## src/hdl/point_clip_cull_decimator_defines.svh

```systemverilog
// Assertion macros shared by the point clip, cull and decimate design.
`ifndef POINT_CLIP_CULL_DECIMATOR_DEFINES_SVH
`define POINT_CLIP_CULL_DECIMATOR_DEFINES_SVH

// Check a property on every rising clock edge outside reset.
`define PCC_ASSERT(name, prop, msg) \
  name: assert property (@(posedge clk_i) disable iff (!rst_ni) (prop)) else $error(msg);

// Check a property on every rising clock edge, reset included.
`define PCC_ASSERT_ALWAYS(name, prop, msg) \
  name: assert property (@(posedge clk_i) (prop)) else $error(msg);

`endif

```

## src/hdl/pcc_pkg.sv

```systemverilog
// Types and constants of the point clip, cull and decimate block.
package pcc_pkg;

  localparam int CFG_CNT_W  = 25;  // max_count and stride registers
  localparam int CFG_ROW_W  = 64;  // one matrix row
  localparam int CFG_DATA_W = 64;  // widest register
  localparam int CFG_IDX_W  = 3;   // register index
  localparam int POS_FRAC   = 12;  // fraction bits of a position

  typedef enum logic [1:0] {
    MODE_KEEP_ALL   = 2'd0,
    MODE_KEEP_FIRST = 2'd1,
    MODE_STRIDE     = 2'd2
  } pcc_mode_e;

  typedef enum logic [CFG_IDX_W-1:0] {
    REG_DECIMATE_MODE = 3'd0,
    REG_CULL_ENABLE   = 3'd1,
    REG_MAX_COUNT     = 3'd2,
    REG_STRIDE        = 3'd3,
    REG_MATRIX_ROW0   = 3'd4,
    REG_MATRIX_ROW1   = 3'd5,
    REG_MATRIX_ROW2   = 3'd6,
    REG_MATRIX_ROW3   = 3'd7
  } pcc_reg_e;

  typedef struct packed {
    pcc_mode_e                       mode;
    logic                            cull_en;
    logic [CFG_CNT_W-1:0]            max_count;
    logic [CFG_CNT_W-1:0]            stride;
    logic [3:0][CFG_ROW_W-1:0]       rows;
  } pcc_cfg_t;

endpackage

```

## src/hdl/pcc_decim.sv

```systemverilog
// Point indexing, decimation and the input register.
`include "point_clip_cull_decimator_defines.svh"

module pcc_decim #(
  parameter int POS_WIDTH   = 24,
  parameter int INDEX_WIDTH = 24
) (
  input  logic                          clk_i,
  input  logic                          rst_ni,
  input  pcc_pkg::pcc_cfg_t             cfg_i,
  input  logic                          in_valid_i,
  output logic                          in_ready_o,
  input  logic signed [POS_WIDTH-1:0]   in_x_i,
  input  logic signed [POS_WIDTH-1:0]   in_y_i,
  input  logic signed [POS_WIDTH-1:0]   in_z_i,
  input  logic                          in_first_i,
  output logic                          out_valid_o,
  input  logic                          out_ready_i,
  output logic signed [POS_WIDTH-1:0]   out_x_o,
  output logic signed [POS_WIDTH-1:0]   out_y_o,
  output logic signed [POS_WIDTH-1:0]   out_z_o,
  output logic [INDEX_WIDTH-1:0]        out_idx_o
);
  import pcc_pkg::*;

  localparam int CMP_W = (INDEX_WIDTH + 1 > CFG_CNT_W) ? INDEX_WIDTH + 1 : CFG_CNT_W;

  logic [INDEX_WIDTH-1:0] cnt_q, cnt_d;
  logic [INDEX_WIDTH-1:0] phase_q, phase_d;
  logic [INDEX_WIDTH-1:0] idx, phase;
  logic [CFG_CNT_W-1:0]   max_eff, stride_eff;
  logic [CMP_W-1:0]       phase_nx;
  logic                   accept, keep;

  logic                          valid_q;
  logic signed [POS_WIDTH-1:0]   x_q, y_q, z_q;
  logic [INDEX_WIDTH-1:0]        idx_q;

  assign in_ready_o = !valid_q || out_ready_i;
  assign accept     = in_valid_i && in_ready_o;

  always_comb begin
    idx        = in_first_i ? '0 : cnt_q;
    phase      = in_first_i ? '0 : phase_q;
    max_eff    = (cfg_i.max_count == '0) ? CFG_CNT_W'(1) : cfg_i.max_count;
    stride_eff = (cfg_i.stride == '0) ? CFG_CNT_W'(1) : cfg_i.stride;

    // Advance the counters on every point, kept or not.
    cnt_d    = idx + INDEX_WIDTH'(1);
    phase_nx = CMP_W'(phase) + CMP_W'(1);
    if (phase_nx >= CMP_W'(stride_eff) || phase_nx[INDEX_WIDTH]) begin
      phase_d = '0;
    end else begin
      phase_d = phase_nx[INDEX_WIDTH-1:0];
    end

    unique case (cfg_i.mode)
      MODE_KEEP_FIRST: keep = CMP_W'(idx) < CMP_W'(max_eff);
      MODE_STRIDE:     keep = (phase == '0);
      default:         keep = 1'b1;
    endcase
  end

  always_ff @(posedge clk_i or negedge rst_ni) begin
    if (!rst_ni) begin
      cnt_q   <= '0;
      phase_q <= '0;
      valid_q <= 1'b0;
    end else begin
      if (accept) begin
        cnt_q   <= cnt_d;
        phase_q <= phase_d;
      end
      if (in_ready_o) begin
        valid_q <= accept && keep;
      end
    end
  end

  always_ff @(posedge clk_i) begin
    if (accept) begin
      x_q   <= in_x_i;
      y_q   <= in_y_i;
      z_q   <= in_z_i;
      idx_q <= idx;
    end
  end

  assign out_valid_o = valid_q;
  assign out_x_o     = x_q;
  assign out_y_o     = y_q;
  assign out_z_o     = z_q;
  assign out_idx_o   = idx_q;

  `PCC_ASSERT(a_first_restarts_index, (accept && in_first_i) |=> (cnt_q == INDEX_WIDTH'(1)), "first point did not restart the index")
  `PCC_ASSERT(a_keep_all_passes, (accept && (cfg_i.mode == MODE_KEEP_ALL)) |=> valid_q, "point lost in keep-all mode")
  `PCC_ASSERT(a_past_max_dropped, (accept && (cfg_i.mode == MODE_KEEP_FIRST) && !in_first_i && (CMP_W'(cnt_q) >= CMP_W'(max_eff))) |=> !valid_q, "point past max_count kept")

endmodule

```

## config.mk

```make
export PLATFORM = sky130hd
export DESIGN_NAME = pcc_decim
export DESIGN_NICKNAME = d
export VERILOG_FILES = /design/src/hdl/pcc_pkg.sv /design/src/hdl/pcc_decim.sv
export VERILOG_INCLUDE_DIRS = /design/src /design/src/hdl
export SDC_FILE = /design/constraint.sdc
export NUM_CORES = 1
export LEC_CHECK = 0
export BUFFER_PORTS_ARGS = -buffer_cell sky130_fd_sc_hd__clkbuf_2
export CAP_MARGIN = 20
export CORE_AREA = 4 4 184 186
export CTS_CLUSTER_SIZE = 24
export DETAILED_ROUTE_END_ITERATION = 8
export DIE_AREA = 0 0 188 190
export SYNTH_ARGS = -nofsm -noshare
export SYNTH_HDL_FRONTEND = slang
export SYNTH_SLANG_ARGS = --single-unit
```

## constraint.sdc

```tcl
create_clock -name clk_i -period 6.5 [get_ports clk_i]
set_clock_uncertainty 0.2 [all_clocks]
set_input_delay 1.3 -clock clk_i [delete_from_list [all_inputs] [get_ports clk_i]]
set_output_delay 1.3 -clock clk_i [all_outputs]
set_load 0.02 [all_outputs]
```

# [Yosys cells after proc, flatten, opt, wreduce, memory -nomap -nowiden]
# Cells that the tools add are included.
[classes] n_lt_le_gt_ge=2 addsub=2 reduce_logical=8 n_eq_ne=2 muxes=6
[op_table] op="$mux W24" n=3
[op_table] op="$logic_not A25 Y1" n=2
[op_table] op="$mux W25" n=2
[op_table] op="$add A24 B1 Y25 const B" n=1
[op_table] op="$ge A25 B25 Y1" n=1
[op_table] op="$lt A24 B25 Y1" n=1
[op_table] op="$add A24 B1 Y24 const B" n=1
[op_table] op="$logic_not A24 Y1" n=1
[op_table] op="$eq A2 B1 Y1 const B" n=1
[op_table] op="$eq A2 B2 Y1 const B" n=1
[op_table] op="$logic_and A1 B1 Y1" n=2
[op_table] op="$logic_or A1 B1 Y1" n=2
[op_table] op="$pmux W1 S2" n=1
[op_table] op="$logic_not A1 Y1" n=1
[word_totals] out_inout_bits=98 word_cells=27 inputBits=386 regBits=145

# [Longest topological paths before layout]
# Gate-level depths: netlist (run 1).
[depth] depth_word=5 depth_mapped=17 ltp_nobuf=15

# [Worst setup path after synthesis (run 1)]
# Ideal clock, no wire load.
[synth_timing] path_type="input port to flip-flop" from="input port out_ready_i" to="register phase_q[1]" path_buffers=1 arrival_time_ns=5.365 required_time_ns=6.201 stages=7 setup_ns=0.099 slack_ns=0.835 cell_sequence="nor2b_1 > inv_1 > nand2_1 > inv_1 > clkbuf_1 > nand2_1 > o31ai_4"
[synth_via] elab_chain_cells=2
[synth_lines] element="start, declared" line="pcc_decim.sv:18" source="input logic out_ready_i,"
[synth_lines] element="$logic_or A1 B1 Y1" line="pcc_decim.sv:39" source="assign in_ready_o = !valid_q || out_ready_i;"
[synth_lines] element="named net in_ready_o" line="pcc_decim.sv:12" source="output logic in_ready_o,"
[synth_lines] element="$logic_and A1 B1 Y1" line="pcc_decim.sv:40" source="assign accept = in_valid_i && in_ready_o;"
[synth_lines] element="named net accept" line="pcc_decim.sv:33" source="logic accept, keep;"
[synth_lines] element="end signal, assigned" line="pcc_decim.sv:72" source="phase_q <= phase_d;"
[synth_lines] element="end, declared" line="pcc_decim.sv:29" source="logic [INDEX_WIDTH-1:0] phase_q, phase_d;"
# The timed path passes the listed nets, and every way through them passes these cells.
# A chain may end at the register's enable or synchronous reset.

# [Final worst setup path (run 1)]
[layout_timing] from="input port in_first_i" to="register phase_q[14]"
[layout_via] elab_chain_cells=5
[layout_lines] element="start, declared" line="pcc_decim.sv:16" source="input logic in_first_i,"
[layout_lines] element="$mux W24 *" line="pcc_decim.sv:44" source="phase = in_first_i ? '0 : phase_q;"
[layout_lines] element="$add A24 B1 Y25 *" line="pcc_decim.sv:50" source="phase_nx = CMP_W'(phase) + CMP_W'(1);"
[layout_lines] element="$ge A25 B25 Y1" line="pcc_decim.sv:51" source="if (phase_nx >= CMP_W'(stride_eff) || phase_nx[INDEX_WIDTH]) begin"
[layout_lines] element="$logic_or A1 B1 Y1" line="pcc_decim.sv:51"
[layout_lines] element="$mux W24 *" line="pcc_decim.sv:51"
# Mark *: on every way between the ends. The rest lies on a longest branch, timed or not.

==> out/metrics.cfg, run 1 <==
[synthesis]
yosysTopAreaCell = edfxtp_1
yosys_most_used_dff = edfxtp_1
ys_warn_count = 0
synth.area.top_cells = edfxtp_1 (38%), dfrtp_1 (16%), ha_1 (8.8%), nand2_1 (4.2%), inv_1 (3.6%)
ys_async_sr_fraction_pct = 33.8
synth_top_area_share_pct = 38.2
synthCells = 680
synth_fp_nets = 1119
syn_avg_cell_area_um2 = 11.1
ys_types = 57
synth_seq_cells = 145
netlist_area_um2 = 7550
yosysSeqAreaShare_pct = 54.4
synth_edf_count = 96

[setup_path]
cp_top_family = compound AO/OA/AOI/OAI gates
r2r_setup_slack_ns = 2.01
worst_path_largest_cell_delay_ns = 0.60
cp_max_fo = 19
required_ns = 6.60
rr_worst_depth = 15
reg2reg_from = phase_q[0]$_DFFE_PN0P_
endpoint_kind = flip-flop
r2r_end = phase_q[14]$_DFFE_PN0P_
start_kind = primary input
crit_chain = clkbuf_2, clkinv_1, nand2_1, inv_1, ha_1, nand3b_1, nor4_2, a31oi_1, o21ai_0, inv_1, ha_1, a21o_1, a21o_1, a222oi_1, buf_4, nand3b_4, o41ai_1
worstSetupPathType = primary input to flip-flop
critPathSlowestCell = nor4_2
cp.arrival_ns = 5.43
cp_num_buf_inv = 5

[min_path]
min_from = cnt_q[10]$_DFFE_PN0P_
worstHoldPathCells = 1
min_to = cnt_q[10]$_DFFE_PN0P_
hold_class = flip-flop to flip-flop

[placement]
port_buffers = 226
place_hpwl_um = 22200
gp_congestion = 0.876
placed_cells = 1334

[global_routing]
grt.total_usage_pct = 15.0
grt_antenna_before_repair = 2
use_met2_pct = 24.3
grt_max_degree = 71
grt_use_met1_pct = 18.4
grt_pass1_wl_um = 39500
grt_pass1_vias = 6019
grt.busiest_layer = met2
gr-total-overflow = 0
met3_usage_pct = 3.89

[cts]
tritoncts = yes
cts_resized = 0
cts.clk_slew.worst_paths_ns = 0.07
clock_sinks = 145
ctsHoldBuffers = 0
clock_latency_ns = 0.42
htree_levels = 4
cts_buffer_depth = 2
cts_root_buf = clkbuf_16
cts_buffers = 17
post_cts_buffers = 0

[sta]
max-slew-margin-rel_pct = 31.5
rsz0062_at_grt = false
finalCriticalPeriod_ns = 5.33
final.period_utilization_pct = 81.9
holdWs_ns = 0.301
setup_viol = 0
worst_pin_slew_ns = 1.02
finalHoldViolations = 0
drv_slew = 0
max_freq_ghz = 0.188
tns_ns = 0

[die]
die_y_um = 190
die_w_um = 188
dieArea_um2 = 35700
initial_utilization_pct = 23.4
fp-row-count = 66
coreArea_um2 = 32300
pin_count = 484

[route]
first_pass_iters = 8
drt_iter0_drc = 539
drc = 0
via_per_inst = 4.54
wl_per_cell_um = 20.2
wl_um = 27600
via_count = 6208
postRouteAntennaNets = 0

[power]
vdd_drop_max_mv = 0.175
leakagePower_uw = 0.00446
cellPowerDensity_nw_per_um2 = 243

[final_layout]
syn_to_final_growth_pct = 29.5
nFillCells = 3306
drive_gt1_share_pct = 31.1
fin_cells = 1367
num-nets-final = 1350

[status]
status = finished clean

[flow_run]
maxCapViolCount = 0

registers in the layout, summed over array words and instances, names as in the netlist:
register,cells
out_y_o,24
out_x_o,24
out_z_o,24
phase_q,24
cnt_q,24
out_valid_o,1
out_idx_o,24
where the power goes:
group	total (uW)	leakage (uW)	internal (uW)	switching, uW
Combinational	309	0.00260	101	208
Sequential	1110	0.00160	1060	53.9
Clock	955	0.000267	507	448
area by class of cell:
cell class	count	area (um2)	share of cell area (%)
Multi-Input combinational cell	441	3080	31.5
Inverter	73	277	2.83
Clock buffer	17	425	4.35
Tap cell	442	553	5.66
Clock inverter	15	141	1.45
Timing Repair Buffer	233	1180	12.1
Sequential cell	145	4110	42.0
Antenna cell	1	2.50	0.0256
cells in the mapped netlist (9+ instances only):
cell type	count
dfrtp_1	49
nor4_1	21
xnor2_1	11
inv_1	72
nand4_1	21
nor2_1	27
xor2_1	14
mux2i_1	9
nand2_1	84
nor3_1	14
o21ai_0	20
nand3_1	21
nor2b_1	30
ha_1	53
edfxtp_1	96
a21oi_1	31
clkbuf_1	16
o41ai_1	9
layer usage:
metal  wire (um)  part of all wire [%]  up-vias
li1            -                     -     2934
met1       11200                    41     2997
met2       13200                    48      234
met3        1700                   6.2       41
met4        1390                   5.0        2
met5           8                 0.029        -
logic make-up after synthesis:
| family | count (synthesis) | share of synthesized area, % |
|---|---|---|
| adder cells (fa/ha/maj) | 53 | 8.79 |
| buffers and inverters | 94 | 4.84 |
| multiplexers | 10 | 1.34 |
| AND/OR/NAND/NOR | 255 | 18.1 |
| AO/OA/AOI/OAI | 98 | 9.63 |
| flip-flops | 145 | 54.4 |
| XOR/XNOR | 25 | 2.90 |
worst max path at each step:
| stage | startpoint | endpoint | slack [ns] | cells past startpoint |
|---|---|---|---|---|
| global route | in_first_i | phase_q[14]$_DFFE_PN0P_ | 0.88 | 17 |
| finish | in_first_i | phase_q[14]$_DFFE_PN0P_ | 1.17 | 17 |
| CTS | in_first_i | phase_q[14]$_DFFE_PN0P_ | 1.27 | 17 |
| detailed placement | in_first_i | phase_q[14]$_DFFE_PN0P_ | 0.82 | 17 |
| floorplan | out_ready_i | phase_q[1]$_DFFE_PN0P_ | 0.84 | 7 |
| global placement | in_first_i | phase_q[14]$_DFFE_PN0P_ | 0.89 | 17 |
layout by cell type, fill, tap and decap left out, types with 11 or more instances in the layout:
cell type	instances
a21oi_1	30
clkbuf_16	17
clkbuf_2	226
dfrtp_1	49
edfxtp_1	96
ha_1	53
inv_1	71
nand2_1	83
nand3_1	21
nand4_1	21
nor2_1	27
nor2b_1	30
nor3_1	14
nor4_1	21
o21ai_0	20
xnor2_1	11
xor2_1	14
through the flow:
step | worst slack [ns] | total power [uW] | util (%) | instance area, um2
2_1_floorplan | 0.835 | 1280 | - | 7550
3_3_place_gp | 0.895 | 1440 | 28.5 | 9200
3_5_place_dp | 0.816 | 1440 | 28.5 | 9200
4_1_cts | 1.27 | 2400 | 30.3 | 9770
5_1_grt | 0.877 | 2470 | 30.3 | 9770
6_report | 1.17 | 2380 | 30.3 | 9770
No activity file was read; power rests on OpenSTA's default activity.
==> inputs of run 2 (changes only) <==
Clock period 6.5 ns to 5.18 ns, I/O delays scaled along.
==> run 2 against run 1 <==
Compared with the run above: global-route usage shrank 0.32 points; sequential power grew 25%; die area is the same; sequential cell count is the same; clock-buffer cell count is the same; design area grew 0.65%; cell count is essentially flat; non-clock buffer count grew 2; hold slack gained 0.0068 ns; critical path depth is the same; critical path type unchanged; power grew 27%.
==> out/metrics.cfg, run 2 (synthesized netlist as in run 1, its figures left out) <==
[die]
die_w_um = 188  ; unchanged
pin_count = 484  ; unchanged
dieArea_um2 = 35700  ; unchanged
initial_utilization_pct = 23.4  ; unchanged
fp-row-count = 66  ; unchanged
coreArea_um2 = 32300  ; unchanged
die_y_um = 190  ; unchanged

[sta]
final.period_utilization_pct = 91.7
setup_ws_ns = 0.431  ; -0.743 ns
max-slew-margin-rel_pct = 38.6  ; +7.1 points
tns_ns = 0  ; unchanged
worst_pin_slew_ns = 0.912  ; -0.106 ns
max_freq_ghz = 0.211
setup_viol = 0  ; unchanged
rsz0062_at_grt = false
holdWs_ns = 0.308  ; +0.00681 ns
finalCriticalPeriod_ns = 4.75
finalHoldViolations = 0  ; unchanged
drv_slew = 0  ; unchanged

[setup_path]
r2r_setup_slack_ns = 0.78  ; -1.23 ns
cp.arrival_ns = 4.86  ; -0.57 ns
endpoint_kind = flip-flop
r2r_end = phase_q[7]$_DFFE_PN0P_
start_kind = primary input
reg2reg_from = phase_q[1]$_DFFE_PN0P_
rr_worst_depth = 14  ; -1
required_ns = 5.29  ; -1.31 ns
worstSetupPathType = primary input to flip-flop
cp_max_fo = 19  ; unchanged

[cts]
tritoncts = yes
post_cts_buffers = 0  ; unchanged
cts_buffer_depth = 2  ; unchanged
htree_levels = 4  ; unchanged
cts_root_buf = clkbuf_16
clock_latency_ns = 0.42  ; about the same
clock_sinks = 145  ; unchanged
cts.clk_slew.worst_paths_ns = 0.07  ; about the same
cts_resized = 0  ; unchanged
cts_buffers = 17  ; unchanged
ctsHoldBuffers = 0  ; unchanged

[route]
wl_per_cell_um = 19.9  ; -1.4%
via_per_inst = 4.58  ; +0.80%
drt_iter0_drc = 579  ; +7.4%
drc = 0  ; unchanged
wl_um = 27200  ; -1.4%
via_count = 6262  ; +0.87%
first_pass_iters = 5  ; -3
postRouteAntennaNets = 0  ; unchanged

[placement]
port_buffers = 226  ; unchanged
place_hpwl_um = 21900  ; -1.4%
gp_congestion = 0.861  ; -1.7%
place_ws_ns = 0.0408  ; -0.775 ns
place_area_um2 = 9230  ; +0.30%

[final_layout]
drive_gt1_share_pct = 31.3  ; +0.26 points
design_area_um2 = 9840  ; +0.65%
fin_util_pct = 30.5  ; +0.20 points
final_cell_mix = clkbuf_2 (226), edfxtp_1 (96), nand2_1 (83), inv_1 (71), ha_1 (53)
num-nets-final = 1352  ; +0.15%
diodes = 0  ; -1
syn_to_final_growth_pct = 30.3
final_common_cell = clkbuf_2

[global_routing]
grt_max_degree = 55  ; -23%
use_met2_pct = 25.5  ; +1.2 points
grt.busiest_layer = met2
grt_pass1_wl_um = 39400  ; -0.35%
grt_use_met1_pct = 17.8  ; -0.69 points
grt.total_usage_pct = 14.6  ; -0.32 points
met3_usage_pct = 3.74  ; -0.15 points
grt_pass1_vias = 6144  ; +2.1%
gr-total-overflow = 0  ; unchanged
grt_antenna_before_repair = 3  ; +1

[min_path]
min_from = cnt_q[10]$_DFFE_PN0P_
min_to = cnt_q[10]$_DFFE_PN0P_
hold_class = flip-flop to flip-flop
worstHoldPathCells = 1  ; unchanged

[flow_run]
maxCapViolCount = 0  ; unchanged

[power]
vdd_drop_max_mv = 0.199  ; +14%
leakagePower_uw = 0.00450  ; +0.84%
cellPowerDensity_nw_per_um2 = 307  ; +26%

[status]
status = finished clean

-- run 2: worst max-delay path by stage --
stage                          start                 endpoint  slack, ns  cells after the start
final                     in_first_i   phase_q[7]$_DFFE_PN0P_       0.43                     17
after global routing      in_first_i   phase_q[7]$_DFFE_PN0P_       0.08                     17
after CTS                 in_first_i   phase_q[7]$_DFFE_PN0P_       0.48                     17
after detailed placement  in_first_i  phase_q[23]$_DFFE_PN0P_       0.04                     17
after global placement    in_first_i  phase_q[12]$_DFFE_PN0P_        0.1                     17
after floorplan           in_first_i   phase_q[3]$_DFFE_PN0P_       0.05                     17
-- run 2: layout make-up --
| cell class | instances | area [um2] |
|---|---|---|
| clock buffer | 17 | 425 |
| clock inverter | 15 | 180 |
| fill | 3326 | 22500 |
| inverter | 73 | 277 |
| multi-input combinational | 441 | 3080 |
| sequential | 145 | 4110 |
| tap | 442 | 553 |
| timing repair buffer | 235 | 1210 |
-- run 2: where the power goes --
part           switching (uW)  internal, uW
registers                61.6          1330
clock network             592           654
logic                     262           128
total                     916          2110
-- run 2: metal layers --
metal	part of all wire (%)	up-vias
met5	0.11	-
met4	3.3	6
met2	50	224
met3	5.6	32
li1	-	2932
met1	41	3068
-- run 2: metrics by stage --
stage	total power (uW)	cells
final	3020	1368
after global routing	3140	1368
after CTS	3060	1368
after detailed placement	1800	1336
after global placement	1800	1336
after floorplan	1600	680
-- run 2: critical path, stage by stage --
cell and delay (ns):
clkbuf_2 0.12, clkinv_1 0.07, nand2_1 0.06, inv_1 0.14, ha_1 0.24, nand3b_1 0.23
nor4_2 0.55, a31oi_1 0.15, o21ai_0 0.38, inv_1 0.10, ha_1 0.32, a21o_1 0.18
a21o_1 0.17, a222oi_1 0.24, buf_4 0.22, nand3b_4 0.28, o41ai_1 0.36
