File: config.mk
export PLATFORM = sky130hd
export DESIGN_NAME = pcc_cull
export DESIGN_NICKNAME = d
export VERILOG_FILES = /design/src/hdl/point_clip_cull_decimator_defines.svh /design/src/hdl/pcc_cull.sv
export SDC_FILE = /design/constraint.sdc
export NUM_CORES = 1
export LEC_CHECK = 0
export BUFFER_PORTS_ARGS = -buffer_cell sky130_fd_sc_hd__buf_2
export CAP_MARGIN = 0
export CORE_MARGIN = 2
export CORE_UTILIZATION = 40
export CTS_CLUSTER_DIAMETER = 80
export CTS_CLUSTER_SIZE = 14
export DETAILED_ROUTE_END_ITERATION = 10
export HOLD_SLACK_MARGIN = 0.1
export PLACE_DENSITY = 0.7
export SYNTH_ARGS = -nofsm -noshare
export SYNTH_HDL_FRONTEND = slang
export SYNTH_SLANG_ARGS = --single-unit
File: constraint.sdc
create_clock -name clk_i -period 2.91 [get_ports clk_i]
set_input_delay 0.582 -clock clk_i [delete_from_list [all_inputs] [get_ports clk_i]]
set_output_delay 0.582 -clock clk_i [all_outputs]
set_load 0.1 [all_outputs]
File: src/hdl/point_clip_cull_decimator_defines.svh
// Assertion macros shared by the point clip, cull and decimate design.
`ifndef POINT_CLIP_CULL_DECIMATOR_DEFINES_SVH
`define POINT_CLIP_CULL_DECIMATOR_DEFINES_SVH

// Check a property on every rising clock edge outside reset.
`define PCC_ASSERT(name, prop, msg) \
  name: assert property (@(posedge clk_i) disable iff (!rst_ni) (prop)) else $error(msg);

// Check a property on every rising clock edge, reset included.
`define PCC_ASSERT_ALWAYS(name, prop, msg) \
  name: assert property (@(posedge clk_i) (prop)) else $error(msg);

`endif

File: src/hdl/pcc_cull.sv
// Clip-volume test and the result register.
module pcc_cull #(
  parameter int POS_WIDTH   = 24,
  parameter int INDEX_WIDTH = 24,
  parameter int SUM_W       = 42
) (
  input  logic                          clk_i,
  input  logic                          rst_ni,
  input  logic                          cull_en_i,
  input  logic                          in_valid_i,
  output logic                          in_ready_o,
  input  logic signed [POS_WIDTH-1:0]   in_x_i,
  input  logic signed [POS_WIDTH-1:0]   in_y_i,
  input  logic signed [POS_WIDTH-1:0]   in_z_i,
  input  logic [INDEX_WIDTH-1:0]        in_idx_i,
  input  logic [3:0][SUM_W-1:0]         in_sum_i,
  output logic                          out_valid_o,
  input  logic                          out_ready_i,
  output logic signed [POS_WIDTH-1:0]   out_x_o,
  output logic signed [POS_WIDTH-1:0]   out_y_o,
  output logic signed [POS_WIDTH-1:0]   out_z_o,
  output logic [INDEX_WIDTH-1:0]        out_idx_o
);
  logic [SUM_W-1:0]            mag [4];
  logic                        inside_clip, keep;
  logic                        valid_q;
  logic signed [POS_WIDTH-1:0] x_q, y_q, z_q;
  logic [INDEX_WIDTH-1:0]      idx_q;

  assign in_ready_o = !valid_q || out_ready_i;

  always_comb begin
    for (int r = 0; r < 4; r++) begin
      mag[r] = in_sum_i[r][SUM_W-1] ? (~in_sum_i[r] + SUM_W'(1)) : in_sum_i[r];
    end
    // Drop the point when w is zero or any axis lies beyond |w|.
    inside_clip = (mag[3] != '0) && (mag[0] <= mag[3])
               && (mag[1] <= mag[3]) && (mag[2] <= mag[3]);
    keep = !cull_en_i || inside_clip;
  end

  always_ff @(posedge clk_i or negedge rst_ni) begin
    if (!rst_ni) begin
      valid_q <= 1'b0;
    end else if (in_ready_o) begin
      valid_q <= in_valid_i && keep;
    end
  end

  always_ff @(posedge clk_i) begin
    if (in_ready_o && in_valid_i) begin
      x_q   <= in_x_i;
      y_q   <= in_y_i;
      z_q   <= in_z_i;
      idx_q <= in_idx_i;
    end
  end

  assign out_valid_o = valid_q;
  assign out_x_o     = x_q;
  assign out_y_o     = y_q;
  assign out_z_o     = z_q;
  assign out_idx_o   = idx_q;

endmodule

Word-level counts from Yosys, hierarchy flattened
Cells that the tools add are included.

Logic and storage cells: 30. Bits in registers: 97. Bits of input ports: 269.

Multiplexer cells: 4. Order comparisons: 3. Add/sub/neg operators: 4. Reductions and logical operators: 10. Bitwise logic cells: 4.

Operators with widths (number): 42-bit by 1-bit adder with 42-bit output (second input constant) (4); 42-bit 2-to-1 mux (4); 42-bit NOT (4); 42-bit <= comparator (3); 42-bit nonzero test (1); 1-bit logical AND (5); 1-bit logical NOT (2); 1-bit logical OR (2).

Logic depth before layout (Yosys ltp)
Gate-level depths: netlist of run 1.

Word-level depth: 9. Gate-level depth with buffers: 19. Depth with buffers taken out: 18.

Worst setup path before layout of run 1
No wires, ideal clock.

Path type: input port to flip-flop. Start point: input port in_sum_i[42] (netlist bit). End point: register valid_q (netlist: out_valid_o). Setup time: 0.094 ns. Stages on the path: 19. Data required time: 2.816 ns. Path slack: -1.910 ns. Arrival: 4.727 ns. Path through: inv_1 ha_1 or4b_1 or4_1 clkbuf_1 or4_4 nand2b_4 or3_4 o31ai_4 xnor2_1 ha_1 nand4_1 or2_2 nor2_1 nand4_1 nor2_1 mux2i_1 o221ai_1 a211oi_1.

Cells in the longest elaborated chain, start to end: 8.

Ends and longest elaborated chain: start: declaration (line pcc_cull.sv:16) `input logic [3:0][SUM_W-1:0] in_sum_i,`; 42-bit NOT (line pcc_cull.sv:34) `mag[r] = in_sum_i[r][SUM_W-1] ? (~in_sum_i[r] + SUM_W'(1)) : in_sum_i[r];`; 42-bit by 1-bit adder with 42-bit output (line pcc_cull.sv:34); 42-bit 2-to-1 mux * (line pcc_cull.sv:34); 42-bit <= comparator * (line pcc_cull.sv:38) `&& (mag[1] <= mag[3]) && (mag[2] <= mag[3]);`; 1-bit logical AND * (2 in series) (line pcc_cull.sv:38); 1-bit logical OR * (line pcc_cull.sv:39) `keep = !cull_en_i || inside_clip;`; 1-bit logical AND * (line pcc_cull.sv:46) `valid_q <= in_valid_i && keep;`; end signal: assignment (line pcc_cull.sv:46); end: declaration (line pcc_cull.sv:26) `logic valid_q;`.

Mark *: on every way between the ends. The rest lies on a longest branch, timed or not. A chain may end at the register's enable or synchronous reset.

Final worst setup path of run 1
Start point: input port in_sum_i[49] (netlist bit). End point: register valid_q (netlist: out_valid_o).

The elaborated chain is that of the path after synthesis.

==> impl_metrics.yaml, run 1 <==
floorplanning:
  dieArea_sq_um: 26000
  start_util_pct: 40.7
  io-pin-count: 367
  fp.dieH_microns: 161
  die_w_microns: 161
  core_sq_um: 24300
  rows: 57
logic_synthesis:
  ys_seq_area_share_pct: 29.3
  synth_flop_cell: "edfxtp_1"
  synth_area_leaders: "edfxtp_1, ha_1, xnor2_1"
  yosys_register_bits: 97
  synth_area_sq_um: 9910
  yosysWarnings: 0
  ys_types: 79
  async_reset_ff_share_pct: 1.03
  synth.largest_area_cell: "edfxtp_1"
  syn_nets: 1426
  synth.avg_cell_area_sq_um: 9.55
  netlist.area_leader.share_pct: 29.1
  syn_inst: 1038
  synth-edff-count: 96
clock_tree:
  cts_inserted_buffers: 9
  h-tree-depth: 3
  clkLatencyLatePin_ns: 0.35
  cts_setup_buffers: 0
  clk_pin_slew_ns: 0.08
  cts_sinks: 97
  root_buffer: "clkbuf_16"
  cts_buffer_depth: 2
  cts_tree: "built"
timing:
  worst_slack_ns: -1.68
  rsz0062_at_grt: "true"
  finalMaxSlewViolations: 0
  tightestPinTransition_ns: 0.590
  finalHoldViolCount: 0
  finalSetupTns_ns: -1.68
  setup_violations: 1
  skew_ns: 0.0175
  slew_headroom_pct: 60.9
  fmaxAchievable_mhz: 218
  finalCritPeriodShare_pct: 158
  fin_crit_ns: 4.59
global_route:
  gr-usage-all-layers_pct: 28.4
  grt_pass1_wl_microns: 57800
  grt_overflow: 0
  grt_pass1_vias: 11300
  grt_max_degree: 43
  antenna_found_initial: 6
job:
  cap_violations: 0
pwr:
  cellPowerDensity_nw_per_um2: 406
  leakagePower_nw: 7.04
  irDropWorstVdd_mv: 0.388
status:
  status: "finished with violations"
  violations: "setup timing"
route:
  highest_layer: "met5"
  viasPerCell: 5.32
  drc: 0
  detail-route-antenna-nets: 0
  drt_pass1_iterations: 5
  wl_per_cell_microns: 17.9
  route.met2.wl_microns: 19600
  drt_iter0_markers: 548
  wl_met3_microns: 2280
  vias: 11300
  wl_microns: 37900
  route.layer.met1.wl_microns: 14300
critical_path:
  cp.required_ns: 3.16
  crit_type: "in -> reg"
  worstPathArrival_ns: 4.84
  cp_max_fo: 5
  startpoint_type: "input pin"
  cp-end-kind: "flop"
place:
  numPortBuffers: 366
  hpwl_microns: 33500
  gp_congestion: 1.00
  place_ws_ns: -2.15
worst_hold_path:
  hold_path.class: "in -> reg"
layout:
  regArea_sq_um: 2910
  layout_common_cells: "buf_4, buf_2, xnor2_1"
  layout_commonest_cell: "buf_4"
  multi_input_area_sq_um: 6840
  drive_above_1_share_pct: 46.1
  nets: 2170
  synthToLayoutAreaGrowth_pct: 55.6
  num-fill-cells: 2136
[where the power goes]
group	switching (mW)	internal (mW)	total, mW
Combinational	2.15	1.15	3.30
Sequential	0.0483	1.72	1.77
Clock	0.570	0.613	1.18
Total	2.76	3.49	6.25
[Yosys cell counts (11+ instances only)]
cell type  count
or3_1         20
a21oi_1       39
nor3_1        20
ha_1         119
o41ai_1       28
edfxtp_1      96
nand4_1       29
nand2b_1      18
nand3_1       25
xnor2_1      121
nor4_1        23
inv_1         22
a21o_1        29
clkbuf_1      26
nor2b_1       11
or4_1         12
o31ai_1       41
xor2_1        44
o21ai_0       64
nor2_1        41
nand2_1       68
[critical path, cell delays in order]
cell      delay (ns)
buf_6           0.09
or4_4           0.55
or2_4           0.27
or3_4           0.38
or4_4           0.44
inv_2           0.09
nand2_4         0.07
or3_4           0.37
o41ai_4         0.23
xnor2_1         0.12
ha_1            0.30
nand4_1         0.11
or2_4           0.26
buf_6           0.12
nor2_4          0.08
nand4_1         0.10
nor2_1          0.14
mux2i_1         0.20
o221ai_1        0.12
a211oi_1        0.21
[per-stage QoR]
step | cells | cell area [sq um] | hold WS [ns] | utilization (%) | power [mW]
after floorplan | 1038 | 9930 | 0.286 | - | 3.87
after global placement | 2094 | 15100 | 0.390 | 61.9 | 5.00
after CTS | 2111 | 15400 | 0.377 | 63.3 | 6.29
after detailed placement | 2094 | 15100 | 0.385 | 61.9 | 5.08
after global routing | 2113 | 15400 | 0.383 | 63.4 | 6.55
final | 2114 | 15400 | 0.395 | 63.4 | 6.25
[worst paths after layout]
check	slack [ns]	start	to	cells past startpoint
max in group asynchronous	2.21	rst_ni	out_valid_o	2
worst min-delay path	0.39	in_x_i[2]	out_x_o[2]	1
worst min register to register	1.09	out_valid_o	out_valid_o	5
min in group asynchronous	0.59	rst_ni	out_valid_o	2
worst max-delay path	-1.68	in_sum_i[49]	out_valid_o	20
worst max register to register	1.22	out_valid_o	out_idx_o[12]	3
[layer usage]
layer	GRT usage [%]	up-vias
li1	-	5524
met1	31.3	5236
met2	53.2	407
met3	4.21	84
met4	13.5	6
met5	0	-
[registers in the layout, summed over array words and instances, names as in the netlist]
register,cells
out_x_o,24
out_z_o,24
out_y_o,24
out_valid_o,1
out_idx_o,24
[cell type report]
| cell class | count | share of cell area (%) |
|---|---|---|
| Sequential cell | 97 | 18.9 |
| Tap cell | 324 | 2.63 |
| Clock buffer | 9 | 1.46 |
| Timing Repair Buffer | 762 | 31.5 |
| Clock inverter | 7 | 0.528 |
| Inverter | 24 | 0.584 |
| Antenna cell | 3 | 0.0487 |
| Multi-Input combinational cell | 888 | 44.4 |
[repair_timing]
action | 4_1_cts | 5_1_grt
hold buffers | 1 | 0
pin swaps | 3 | 4
cloned | 0 | 0
endpoints found under the setup margin | 1 | 1
gates resized for setup | 6 | 1
endpoints found under the hold margin | 1 | 0
[kinds of logic (layout without fill, tap and decap cells)]
family / after synthesis / after routing / share of synthesized area [%]
buffers and inverters: 53 / 802 / 2.03
AND/OR/NAND/NOR: 330 / 330 / 19.3
XOR/XNOR: 165 / 165 / 14.6
other: 0 / 3 / 0
flip-flops: 97 / 97 / 29.3
adder cells (fa/ha/maj): 124 / 124 / 15.5
multiplexers: 8 / 8 / 0.859
AO/OA/AOI/OAI: 261 / 261 / 18.3
Power figures use the tool's default switching activity.
==> run 2, diff against run 1 <==
CORE_ASPECT_RATIO = 0.7   (was not set)
CORE_UTILIZATION = 46   (was 40)
PLACE_DENSITY = 0.78   (was 0.7)
==> impl_metrics.yaml, run 2 (synthesized netlist as in run 1, its figures left out) <==
status:
  status: "finished with violations"
  violations: "setup timing"
critical_path:
  cp-end-kind: "flop"
  worstPathArrival_ns: 4.81
  cp_max_fo: 6
  startpoint_type: "input pin"
  crit_type: "in -> reg"
  cp.required_ns: 3.16
pwr:
  totalPowerFinal_mw: 6.43
  p_int_mw: 3.65
  irDropWorstVdd_mv: 0.384
  p_switching_mw: 2.78
  p_clk_share_pct: 20.0
  cellPowerDensity_nw_per_um2: 420
  sw_frac_of_total_pct: 43.2
  leakagePower_nw: 7.02
  p_seq_share_pct: 27.7
  p_comb_share_pct: 52.3
timing:
  finalHoldViolCount: 0
  rsz0062_at_grt: "true"
  finalCritPeriodShare_pct: 157
  tightestPinTransition_ns: 0.694
  finalMaxSlewViolations: 0
  slew_headroom_pct: 53.4
  setup_violations: 1
  hold_ws_ns: 0.406
  worst_slack_ns: -1.65
  fin_crit_ns: 4.56
  skew_ns: 0.00661
  fmaxAchievable_mhz: 219
clock_tree:
  clkLatencyLatePin_ns: 0.35
  h-tree-depth: 3
  root_buffer: "clkbuf_16"
  cts_sinks: 97
  clk_pin_slew_ns: 0.07
  cts_setup_buffers: 0
  cts_inserted_buffers: 9
  cts_buffer_depth: 2
  cts_tree: "built"
global_route:
  gr-usage-all-layers_pct: 32.6
  antenna_found_initial: 1
  grt_pass1_vias: 11100
  grt_max_degree: 71
  grt_pass1_wl_microns: 58400
  grt_overflow: 0
layout:
  nets: 2168
  drive_above_1_share_pct: 46.1
  layout_commonest_cell: "buf_4"
  layout_common_cells: "buf_4, buf_2, xnor2_1"
  num-fill-cells: 1644
  synthToLayoutAreaGrowth_pct: 54.7
floorplanning:
  die_w_microns: 179
  fp.dieH_microns: 127
  io-pin-count: 367
  core_sq_um: 20900
  dieArea_sq_um: 22800
  start_util_pct: 47.4
  rows: 44
place:
  place_ws_ns: -2.17
  numPortBuffers: 366
  gp_congestion: 0.999
  hpwl_microns: 33600
route:
  highest_layer: "met4"
  drt_pass1_iterations: 5
  wl_per_cell_microns: 18.7
  drt_iter0_markers: 1111
  route.met2.wl_microns: 16700
  viasPerCell: 5.61
  drc: 0
  vias: 11600
  route.layer.met1.wl_microns: 17600
  wl_microns: 38600
  detail-route-antenna-nets: 0
  wl_met3_microns: 3690
job:
  cap_violations: 0
worst_hold_path:
  hold_path.class: "in -> reg"
-- run 2: repair_timing --
action	4_1_cts	5_1_grt
endpoints found under the hold margin	1	0
setup endpoints to repair	1	1
hold buffers	1	0
resized for setup	3	4
pin swaps	0	2
-- run 2: cell type report --
cell class / count / area [sq um] / share of cell area [%]
Multi-Input combinational cell: 888 / 6850 / 44.6
Timing Repair Buffer: 760 / 4820 / 31.4
Sequential cell: 97 / 2910 / 19.0
Tap cell: 276 / 345 / 2.25
Clock buffer: 9 / 225 / 1.47
Clock inverter: 7 / 100 / 0.653
Inverter: 24 / 90.1 / 0.588
Antenna cell: 1 / 2.50 / 0.0163
-- run 2: stage by stage --
| stage | utilization [%] | instance area (sq um) | setup TNS, ns | cells |
|---|---|---|---|---|
| 3_3_place_gp | 71.6 | 15000 | -2.08 | 2044 |
| 5_1_grt | 73.3 | 15300 | -1.83 | 2062 |
| 6_report | 73.3 | 15300 | -1.65 | 2062 |
| 2_1_floorplan | - | 9930 | -1.76 | 1038 |
| 3_5_place_dp | 71.6 | 15000 | -2.17 | 2044 |
| 4_1_cts | 73.2 | 15300 | -1.62 | 2061 |
-- run 2: final timing paths --
path	cells after the start	from	slack (ns)	to
min in group asynchronous	2	rst_ni	0.57	out_valid_o
setup reg to reg	3	out_valid_o	1.19	out_idx_o[17]
hold reg to reg	4	out_valid_o	0.98	out_valid_o
setup / recovery	19	in_sum_i[43]	-1.65	out_valid_o
max in group asynchronous	2	rst_ni	2.24	out_valid_o
hold / removal	1	in_x_i[0]	0.41	out_x_o[0]
-- run 2: metal layers --
| layer | track usage, % | vias to the layer above |
|---|---|---|
| met4 | 5.36 | 0 |
| met1 | 48.3 | 5475 |
| li1 | - | 5525 |
| met5 | 0 | - |
| met3 | 6.06 | 44 |
| met2 | 50.1 | 531 |
-- run 2: power by group through the flow --
stage / Combinational [mW] / Sequential (mW) / Clock (mW)
6_report: 3.37 / 1.78 / 1.28
2_1_floorplan: 1.05 / 2.82 / 0
5_1_grt: 3.57 / 1.79 / 1.35
4_1_cts: 3.33 / 1.78 / 1.30
3_5_place_dp: 3.31 / 1.81 / 0
3_3_place_gp: 3.21 / 1.80 / 0
-- run 2: critical path: stages --
cell      delay (ns)
buf_2           0.11
inv_2           0.05
ha_2            0.16
or4b_4          0.46
or4_4           0.48
or4_4           0.51
nand2b_4        0.16
or3_4           0.41
o31ai_4         0.19
xnor2_1         0.10
ha_1            0.28
nand4_1         0.12
or2_4           0.26
nor2_4          0.11
nand4_1         0.10
nor2_1          0.13
mux2i_1         0.22
o221ai_1        0.15
a211oi_1        0.21
==> run 3, diff against run 2 <==
REMOVE_ABC_BUFFERS = 1   (was not set)
==> impl_metrics.yaml, run 3 (synthesized netlist as in run 1, its figures left out) <==
timing:
  fin_crit_ns: 4.56
  rsz0062_at_grt: "true"
  setup_violations: 1
  tightestPinTransition_ns: 0.664
  fmaxAchievable_mhz: 219
  hold_ws_ns: 0.405
  worst_slack_ns: -1.65
  finalMaxSlewViolations: 0
  slew_headroom_pct: 55.4
  skew_ns: 0.00947
  finalCritPeriodShare_pct: 157
  finalHoldViolCount: 0
route:
  drc: 0
  drt_pass1_iterations: 6
  vias: 11600
  detail-route-antenna-nets: 0
  drt_iter0_markers: 1133
  wl_per_cell_microns: 18.9
  wl_microns: 39300
  viasPerCell: 5.57
place:
  gp_congestion: 0.966
  numPortBuffers: 366
  place_ws_ns: -2.23
  place_area_sq_um: 15000
  hpwl_microns: 34200
  place_inst: 2052
pwr:
  irDropWorstVdd_mv: 0.353
  leakagePower_nw: 7.09
  cellPowerDensity_nw_per_um2: 413
  totalPowerFinal_mw: 6.38
layout:
  layout_commonest_cell: "buf_4"
  final_cell_area_sq_um: 15500
  layout_common_cells: "buf_4, buf_2, xnor2_1"
  antenna_cells: 0
  final_cells: 2073
  nets: 2180
  drive_above_1_share_pct: 46.6
  synthToLayoutAreaGrowth_pct: 56.0
floorplanning:
  dieArea_sq_um: 22800
  core_sq_um: 20900
  fp.dieH_microns: 127
  die_w_microns: 179
  rows: 44
  start_util_pct: 47.4
  io-pin-count: 367
clock_tree:
  cts_sinks: 97
  root_buffer: "clkbuf_16"
  cts_tree: "built"
  cts_inserted_buffers: 9
  cts_buffer_depth: 2
  clkLatencyLatePin_ns: 0.34
  clk_pin_slew_ns: 0.08
  h-tree-depth: 3
global_route:
  antenna_found_initial: 0
  grt_pass1_vias: 11200
  grt_overflow: 0
  grt_pass1_wl_microns: 59400
  gr-usage-all-layers_pct: 33.2
  grt_max_degree: 40
critical_path:
  startpoint_type: "input pin"
  cp_max_fo: 3
  cp-end-kind: "flop"
  crit_type: "in -> reg"
  worstPathArrival_ns: 4.82
  cp.required_ns: 3.17
status:
  status: "finished with violations"
  violations: "setup timing"
job:
  cap_violations: 0
worst_hold_path:
  hold_path.class: "in -> reg"
==> run 3: cell count changes in the layout (fill, tap and decap cells not counted), sizes merged <==
cell	previous run	this run
diode	1	0
buf	759	771
bufinv	2	1
inv	26	27
==> run 3: per-stage QoR <==
step,TNS (ns),util (%)
6_report,-1.65,73.9
5_1_grt,-1.79,73.9
4_1_cts,-1.62,73.7
3_5_place_dp,-2.23,71.7
3_3_place_gp,-2.07,71.7
2_1_floorplan,-150.75,-
==> run 3: final timing paths <==
check / from / end / slack [ns] / cells after the start
setup reg to reg: out_valid_o / out_z_o[4] / 1.24 / 3
setup / recovery: in_sum_i[43] / out_valid_o / -1.65 / 19
min in group asynchronous: rst_ni / out_valid_o / 0.57 / 2
max in group asynchronous: rst_ni / out_valid_o / 2.24 / 2
hold reg to reg: out_valid_o / out_valid_o / 1.01 / 4
hold / removal: in_z_i[21] / out_z_o[21] / 0.40 / 1
==> run 3: metal layers <==
metal  routed length [microns]  GRT usage [%]  part of all wire (%)
met1                     17100           45.4                    43
met2                     17700           54.0                    45
met3                      3620           6.86                   9.2
met4                       852           8.13                   2.2
met5                         0              0                     0
==> run 3: cell type report <==
cell class	count	area, sq um
fill	1604	5470
clock inverter	7	88.8
tap	276	345
multi-input combinational	888	6870
inverter	24	95.1
clock buffer	9	225
sequential	97	2910
timing repair buffer	772	4920
==> run 3: critical path: stages <==
cell and delay [ns]:
buf_6 0.10, inv_4 0.06, ha_4 0.12, or4b_4 0.46
or4_4 0.44, or4_4 0.54, nand2b_4 0.16, or3_4 0.41
o31ai_4 0.24, xnor2_1 0.16, ha_1 0.26, nand4_1 0.12
or2_4 0.15, o22ai_1 0.10, a211oi_2 0.18, nand3_1 0.15
nor3b_2 0.21, o221ai_1 0.14, a211oi_1 0.23
==> run 3: power breakdown <==
part / internal [mW] / switching [mW] / total (mW)
combinational: 1.16 / 2.21 / 3.37
sequential: 1.72 / 0.0508 / 1.77
clock: 0.686 / 0.548 / 1.23
total: 3.57 / 2.80 / 6.38
==> run 3: what timing repair did <==
item	4_1_cts	5_1_grt
endpoints found under the setup margin	1	1
hold endpoints to repair	1	0
gates resized for setup	15	8
setup buffers	4	0
pin swaps	17	12
hold buffers	1	0
